--- src/sv/smpq_pkg.sv ---
package smpq_pkg;

    localparam int CAPACITY  = 64;
    localparam int KEY_WIDTH = 16;

    localparam int FIELD_W = 16;
    localparam int ENTRY_W = KEY_WIDTH + FIELD_W;
    localparam int ADDR_W  = $clog2(CAPACITY);
    localparam int CNT_W   = $clog2(CAPACITY + 1);

    localparam logic KIND_INSERT  = 1'b0;
    localparam logic KIND_EXTRACT = 1'b1;

    typedef enum logic [1:0] {
        ST_INSERTED  = 2'd0,
        ST_EXTRACTED = 2'd1,
        ST_EMPTY     = 2'd2,
        ST_FULL      = 2'd3
    } t_status;

    typedef struct packed {
        logic                      kind;
        logic signed [FIELD_W-1:0] key;
        logic        [FIELD_W-1:0] payload;
    } t_in_item;

    typedef struct packed {
        t_status                   status;
        logic signed [FIELD_W-1:0] out_key;
        logic        [FIELD_W-1:0] out_payload;
    } t_out_item;

    // low KEY_WIDTH bits of the port key; zero above bit 15 for wide keys
    function automatic logic signed [KEY_WIDTH-1:0] to_key(input logic [FIELD_W-1:0] raw);
        logic signed [KEY_WIDTH-1:0] r;
        r = '0;
        for (int b = 0; b < KEY_WIDTH; b++) begin
            if (b < FIELD_W) begin
                r[b] = raw[b];
            end
        end
        return r;
    endfunction

    // back to port width: sign-extend narrow keys, truncate wide ones
    function automatic logic signed [FIELD_W-1:0] from_key(input logic signed [KEY_WIDTH-1:0] k);
        logic signed [FIELD_W-1:0] r;
        r = '0;
        for (int b = 0; b < FIELD_W; b++) begin
            if (b < KEY_WIDTH) begin
                r[b] = k[b];
            end else begin
                r[b] = k[KEY_WIDTH-1];
            end
        end
        return r;
    endfunction

endpackage

--- src/sv/stable_max_priority_queue.sv ---
// Channel  | Valid        | Ready        | Payload               | Meaning
// ---------+--------------+--------------+-----------------------+---------------------------
// input    | i_in_valid   | o_in_ready   | i_in  (t_in_item)     | insert or extract-max item
// output   | o_out_valid  | i_out_ready  | o_out (t_out_item)    | one result item per input
//
// Insert: accept (memory write unless full), then result load.
// Extract from N entries: accept, read all N entries to find the max, move the M entries behind
// the winner down by one (none if M is 0), then result load; an empty queue skips to result load.
// The entry memory has a single read port, which both the scan and the shift use.
// Reset clears the fill count and the control only; the memory holds garbage until written.
// The result sits in an output register; a stalled output only holds the next result back.
module stable_max_priority_queue (
    input  logic                 i_clk,
    input  logic                 i_rst_n,
    input  logic                 i_in_valid,
    output logic                 o_in_ready,
    input  smpq_pkg::t_in_item   i_in,
    output logic                 o_out_valid,
    input  logic                 i_out_ready,
    output smpq_pkg::t_out_item  o_out
);

    import smpq_pkg::*;

    typedef enum logic [1:0] {
        S_IDLE,
        S_SCAN,   // walk entries 0..count-1, keep the first largest key
        S_SHIFT,  // move entries behind the winner down by one
        S_DONE    // hand the result to the output register
    } t_state;

    t_state                      r_state;
    logic [CNT_W-1:0]            r_count;
    logic [CNT_W-1:0]            r_rd_idx;
    logic                        r_issue;     // reads still to issue
    logic                        r_cmp_vld;   // read data returns this cycle
    logic [ADDR_W-1:0]           r_cmp_idx;   // scan: address of returned data; shift: target
    logic signed [KEY_WIDTH-1:0] r_best_key;
    logic [FIELD_W-1:0]          r_best_pay;
    logic [ADDR_W-1:0]           r_best_idx;
    t_out_item                   r_res;
    t_out_item                   r_out;
    logic                        r_out_vld;

    logic                        w_in_fire;
    logic                        w_out_free;
    logic                        w_full;
    t_status                     w_idle_status;
    logic                        w_re;
    logic [ADDR_W-1:0]           w_raddr;
    logic                        w_we;
    logic [ADDR_W-1:0]           w_waddr;
    logic [ENTRY_W-1:0]          w_wdata;
    logic [ENTRY_W-1:0]          w_rdata;
    logic signed [KEY_WIDTH-1:0] w_rd_key;
    logic [FIELD_W-1:0]          w_rd_pay;
    logic [CNT_W-1:0]            w_rd_next;
    logic [CNT_W-1:0]            w_rd_prev;
    logic                        w_take;
    logic signed [KEY_WIDTH-1:0] n_best_key;
    logic [FIELD_W-1:0]          n_best_pay;
    logic [ADDR_W-1:0]           n_best_idx;
    logic [CNT_W-1:0]            w_shift_start;

    assign o_in_ready  = (r_state == S_IDLE);
    assign w_in_fire   = i_in_valid && o_in_ready;
    assign w_out_free  = !r_out_vld || i_out_ready;
    assign w_full      = (r_count == CNT_W'(CAPACITY));
    assign o_out_valid = r_out_vld;
    assign o_out       = r_out;

    // status of an item that finishes straight from idle
    assign w_idle_status = (i_in.kind == KIND_INSERT) ? (w_full ? ST_FULL : ST_INSERTED) :
                           ((r_count == '0) ? ST_EMPTY : ST_EXTRACTED);

    assign w_rd_key  = w_rdata[ENTRY_W-1:FIELD_W];
    assign w_rd_pay  = w_rdata[FIELD_W-1:0];
    assign w_rd_next = r_rd_idx + CNT_W'(1);
    assign w_rd_prev = r_rd_idx - CNT_W'(1);

    // first entry seeds the max; later ones replace it only when strictly larger
    assign w_take     = (r_cmp_idx == '0) || (w_rd_key > r_best_key);
    assign n_best_key = w_take ? w_rd_key  : r_best_key;
    assign n_best_pay = w_take ? w_rd_pay  : r_best_pay;
    assign n_best_idx = w_take ? r_cmp_idx : r_best_idx;
    assign w_shift_start = CNT_W'(n_best_idx) + CNT_W'(1);

    // memory port steering
    always_comb begin
        w_re    = 1'b0;
        w_raddr = r_rd_idx[ADDR_W-1:0];
        w_we    = 1'b0;
        w_waddr = r_count[ADDR_W-1:0];
        w_wdata = {to_key(i_in.key), i_in.payload};
        unique case (r_state)
            S_IDLE: begin
                w_we = w_in_fire && (i_in.kind == KIND_INSERT) && !w_full;
            end
            S_SCAN: begin
                w_re = r_issue;
            end
            S_SHIFT: begin
                w_re    = r_issue;
                w_we    = r_cmp_vld;
                w_waddr = r_cmp_idx;
                w_wdata = w_rdata;
            end
            S_DONE: begin
            end
            default: begin
            end
        endcase
    end

    smpq_ram #(
        .WIDTH (ENTRY_W),
        .DEPTH (CAPACITY)
    ) u_store (
        .i_clk   (i_clk),
        .i_we    (w_we),
        .i_waddr (w_waddr),
        .i_wdata (w_wdata),
        .i_re    (w_re),
        .i_raddr (w_raddr),
        .o_rdata (w_rdata)
    );

    always_ff @(posedge i_clk) begin
        if (!i_rst_n) begin
            r_state   <= S_IDLE;
            r_count   <= '0;
            r_issue   <= 1'b0;
            r_cmp_vld <= 1'b0;
            r_out_vld <= 1'b0;
        end else begin
            // output register: loads from S_DONE, drains independently of the core
            if (r_state == S_DONE && w_out_free) begin
                r_out_vld <= 1'b1;
            end else if (i_out_ready) begin
                r_out_vld <= 1'b0;
            end

            unique case (r_state)
                S_IDLE: begin
                    if (w_in_fire) begin
                        r_res <= '{status: w_idle_status, out_key: '0, out_payload: '0};
                        if (i_in.kind == KIND_INSERT) begin
                            if (!w_full) begin
                                r_count <= r_count + CNT_W'(1);
                            end
                            r_state <= S_DONE;
                        end else if (r_count == '0) begin
                            r_state <= S_DONE;
                        end else begin
                            r_rd_idx  <= '0;
                            r_issue   <= 1'b1;
                            r_cmp_vld <= 1'b0;
                            r_state   <= S_SCAN;
                        end
                    end
                end

                S_SCAN: begin
                    if (r_issue) begin
                        r_cmp_vld <= 1'b1;
                        r_cmp_idx <= r_rd_idx[ADDR_W-1:0];
                        r_rd_idx  <= w_rd_next;
                        if (w_rd_next == r_count) begin
                            r_issue <= 1'b0;
                        end
                    end else begin
                        r_cmp_vld <= 1'b0;
                    end
                    if (r_cmp_vld) begin
                        r_best_key <= n_best_key;
                        r_best_pay <= n_best_pay;
                        r_best_idx <= n_best_idx;
                    end
                    // last read data just came back: winner is known
                    if (r_cmp_vld && !r_issue) begin
                        r_res <= '{status:      ST_EXTRACTED,
                                   out_key:     from_key(n_best_key),
                                   out_payload: n_best_pay};
                        if (w_shift_start == r_count) begin
                            // winner was the newest entry, nothing to move
                            r_count <= r_count - CNT_W'(1);
                            r_state <= S_DONE;
                        end else begin
                            r_rd_idx <= w_shift_start;
                            r_issue  <= 1'b1;
                            r_state  <= S_SHIFT;
                        end
                    end
                end

                S_SHIFT: begin
                    // read j+1 now, write it to j next cycle; never the same entry
                    if (r_issue) begin
                        r_cmp_vld <= 1'b1;
                        r_cmp_idx <= w_rd_prev[ADDR_W-1:0];
                        r_rd_idx  <= w_rd_next;
                        if (w_rd_next == r_count) begin
                            r_issue <= 1'b0;
                        end
                    end else begin
                        r_cmp_vld <= 1'b0;
                    end
                    if (r_cmp_vld && !r_issue) begin
                        r_count <= r_count - CNT_W'(1);
                        r_state <= S_DONE;
                    end
                end

                S_DONE: begin
                    if (w_out_free) begin
                        r_out   <= r_res;
                        r_state <= S_IDLE;
                    end
                end

                default: begin
                    r_state <= S_IDLE;
                end
            endcase
        end
    end

endmodule

--- src/sv/smpq_ram.sv ---
module smpq_ram #(
    parameter int WIDTH = 32,
    parameter int DEPTH = 64
) (
    input  logic                     i_clk,
    input  logic                     i_we,
    input  logic [$clog2(DEPTH)-1:0] i_waddr,
    input  logic [WIDTH-1:0]         i_wdata,
    input  logic                     i_re,
    input  logic [$clog2(DEPTH)-1:0] i_raddr,
    output logic [WIDTH-1:0]         o_rdata
);

    logic [WIDTH-1:0] r_mem [DEPTH];

    always_ff @(posedge i_clk) begin
        if (i_we) begin
            r_mem[i_waddr] <= i_wdata;
        end
        if (i_re) begin
            o_rdata <= r_mem[i_raddr];
        end
    end

endmodule
--- config.mk ---
export PLATFORM = sky130hd
export DESIGN_NAME = stable_max_priority_queue
export DESIGN_NICKNAME = d
export VERILOG_FILES = /design/src/sv/smpq_pkg.sv /design/src/sv/stable_max_priority_queue.sv /design/src/sv/smpq_ram.sv
export SDC_FILE = /design/constraint.sdc
export NUM_CORES = 2
export LEC_CHECK = 0
export ABC_AREA = 1
export BUFFER_PORTS_ARGS = -buffer_cell sky130_fd_sc_hd__buf_2
export CORE_MARGIN = 3
export CORE_UTILIZATION = 49
export CTS_BUF_LIST = sky130_fd_sc_hd__clkbuf_4
export CTS_CLUSTER_SIZE = 16
export DETAILED_ROUTE_END_ITERATION = 8
export GPL_TIMING_DRIVEN = 1
export HOLD_SLACK_MARGIN = 0.08
export SKIP_LAST_GASP = 1
export SYNTH_ARGS = -nofsm -noshare
export SYNTH_HDL_FRONTEND = slang
export SYNTH_SLANG_ARGS = --single-unit
--- constraint.sdc ---
create_clock -name i_clk -period 12.7 [get_ports i_clk]
set_input_delay 3.81 -clock i_clk [delete_from_list [all_inputs] [get_ports i_clk]]
set_output_delay 3.81 -clock i_clk [all_outputs]
set_load 0.005 [all_outputs]
==> flow_summary.yaml <==
layout:
  n_fill_cell: 14100
  final_cell_mix: "edfxtp_1 (2,199), a21oi_1 (988), clkbuf_4 (812), nand2_1 (686), o221ai_1 (500)"
  num-nets-final: 6284
  area_growth_syn_to_layout_pct: 11.9
  drive_above_1_share_pct: 17.5
  layout_commonest_cell: "edfxtp_1"
  instances_no_fill: 8893
  design_area_sq_mm: 0.0954
yosys:
  synth_cell_types: 47
  synth_top_area_share_pct: 77.4
  yosysWarnings: 0
  synth_area_leaders: "edfxtp_1 (77%), a21oi_1 (5.8%), o221ai_1 (5.1%)"
  syn-cell-area_sq_mm: 0.0853
  synth_edf_count: 2199
  synthFlopType: "edfxtp_1"
  synth_seq_cells: 2211
  synthArstFlopShare_pct: 0
  yosys.area.top_type: "edfxtp_1"
  avgSynthCellArea_sq_um: 14.5
  syn_nets: 5957
  synthCells: 5891
  yosysSeqAreaShare_pct: 77.7
clock_network:
  clk_latency_ps: 1360
  cts_root_buf: "clkbuf_4"
  numCtsBuffers: 571
  cts_resized: 0
  cts_sinks: 2211
  cts_buffer_depth: 4
  cts_tree: "yes"
  post_cts_buffers: 0
  hold_buffers: 0
  ctsHtreeMaxLevel: 6
  path_clk_slew_ps: 60
critical_path:
  critPathArrivalTime_ps: 7680
  end_kind: "flop"
  crit_chain: "buf_2 > nor2_1 > inv_1 > o22ai_1 > nand4_1 > buf_4 > nor2_4"
  crit_required_ps: 13630
  cpMaxStageDelayCell: "nand4_1"
  worstSetupPathType: "in -> reg"
  slowest_delay_ps: 1160
  worstSetupStartpointType: "primary input"
  cp_top_family: "simple AND/OR/NAND/NOR gates"
  cp_max_fo: 32
  path_buf_inv: 3
drt:
  wl_mm: 245
  drt_iter0_markers: 6705
  dr.pass1.iters: 6
  route.detailed.wl_per_inst_um: 27.6
  postRouteAntennaNets: 0
  vias: 54200
  remaining_drc_errors: 0
  viasPerCell: 6.09
sta:
  fin_crit_ps: 6740
  fin_worst_skew_ps: 98.5
  worstMarginPinSlew_ps: 1190
  max-slew-margin-rel_pct: 20.3
  setup_viol: 0
  finalSetupTns_ps: 0
  finalCritPeriodShare_pct: 53.1
  hold_viol: 0
  fmax_ghz: 0.148
  rsz0062_at_grt: "no"
  slew_viol_final: 0
run_status:
  status: "complete, no violations"
grt:
  antenna_found_initial: 5
  grt_remaining_overflow: 0
  first_global_vias: 52200
  grt_max_degree: 155
  grt_usage_pct: 26.9
  grt_pass1_wl_mm: 354
placed_design:
  dpl-instance-area_sq_mm: 0.0887
  dp_hpwl_mm: 132
  gp_congestion: 0.945
  io_buffer_count: 72
  dp.cells: 7955
min_path:
  hold_path.class: "reg -> reg"
die:
  pin_count: 73
  die_width_um: 423
  core_area_sq_mm: 0.172
  initial_core_util_pct: 49.5
  rows: 152
  die-height_um: 423
  die_area_sq_mm: 0.179
pwr:
  p_leak_nw: 31.1
  cellPowerDensity_mw_per_mm2: 217
  finalPower_mw: 20.7
  vdd_ir_drop_max_uv: 188
run:
  cap_violations: 0
[cells in the mapped netlist (2+ instances only)]
cell type	number
o2111ai_1	2
dfxtp_1	12
o21ai_0	387
nand2_2	11
nand4_1	16
a21oi_1	988
o21a_1	2
a41oi_1	2
inv_1	134
inv_2	2
buf_1	63
o221ai_1	500
a2111oi_0	3
or2_2	5
o22a_1	2
nor3_1	11
clkbuf_1	351
nand3_2	4
nand2_4	2
clkinv_1	4
nor2_1	189
nor4_1	2
a31oi_1	3
xnor2_1	4
nand3_1	227
ha_1	28
o22ai_1	18
nand2_1	688
xor2_1	15
edfxtp_1	2199
[kinds of logic after synthesis]
| group | share of synthesized area (%) |
|---|---|
| flops | 77.7 |
| compound gates | 13.5 |
| simple gates | 5.65 |
| buf+inv | 2.46 |
| fa+ha+maj | 0.434 |
| xor+xnor | 0.195 |
[metal layers]
metal  vias up  track usage [%]  wire length, um
li1      23900                -                -
met1     26800             39.4           101000
met2      3002             39.2           109000
met3       439             6.10            25300
met4         0             10.8             9160
met5         -                0                0
[power by group]
group | leakage [nW] | switching, mW | internal [mW] | total [mW]
clock | 4.04 | 2.75 | 3.02 | 5.76
sequential | 19.9 | 0.0892 | 8.96 | 9.05
combinational | 7.10 | 4.64 | 1.25 | 5.90
[through the flow]
stage / util, % / setup slack (ps) / hold slack (ps)
5_1_grt: 55.4 / 6120 / 422
3_5_place_dp: 51.5 / 4670 / 405
4_1_cts: 55.3 / 6150 / 409
3_3_place_gp: 51.5 / 4710 / 402
6_report: 55.4 / 5960 / 416
2_1_floorplan: - / 2640 / 400
[final timing paths]
path / startpoint / endpoint / slack [ps] / cells after the start
worst max register to register: r_rd_idx[1]$_DFFE_PP_ / u_store.o_rdata[20]$_DFFE_PP_ / 7280 / 11
worst min-delay path: r_res[14]$_SDFFCE_PN0P_ / o_out[14]$_DFFE_PP_ / 420 / 0
worst max-delay path: i_in[32] / u_store.r_mem[49][25]$_DFFE_PP_ / 5960 / 7
worst min register to register: r_res[14]$_SDFFCE_PN0P_ / o_out[14]$_DFFE_PP_ / 420 / 0
[registers in the layout (all words and copies together) (netlist names), 2 cells and up]
register	flops
r_res	34
o_out	34
r_best_key	16
r_best_idx	6
r_best_pay	16
r_state	2
u_store.r_mem	2048
u_store.o_rdata	32
r_count	7
r_cmp_idx	6
r_rd_idx	7
[area by class of cell]
class                           instances  area (sq um)  share of cell area (%)
Timing Repair Buffer                  170          1210                    1.27
Antenna cell                           12          30.0                  0.0315
Clock buffer                          812          6100                    6.39
Tap cell                             2310          2890                    3.03
Inverter                              140           546                   0.572
Clock inverter                        114           571                   0.598
Multi-Input combinational cell       3124         17800                    18.6
Sequential cell                      2211         66300                    69.5
[worst reg2reg max path, cell delays in order (launching register included)]
cell,delay [ps]
edfxtp_1,360
buf_4,530
buf_4,670
nand2_4,400
buf_4,510
buf_4,530
o221ai_1,430
a21oi_1,110
o21ai_0,600
nand3_1,400
nand3_1,380
nand2_1,190
Power figures use the tool's default switching activity.
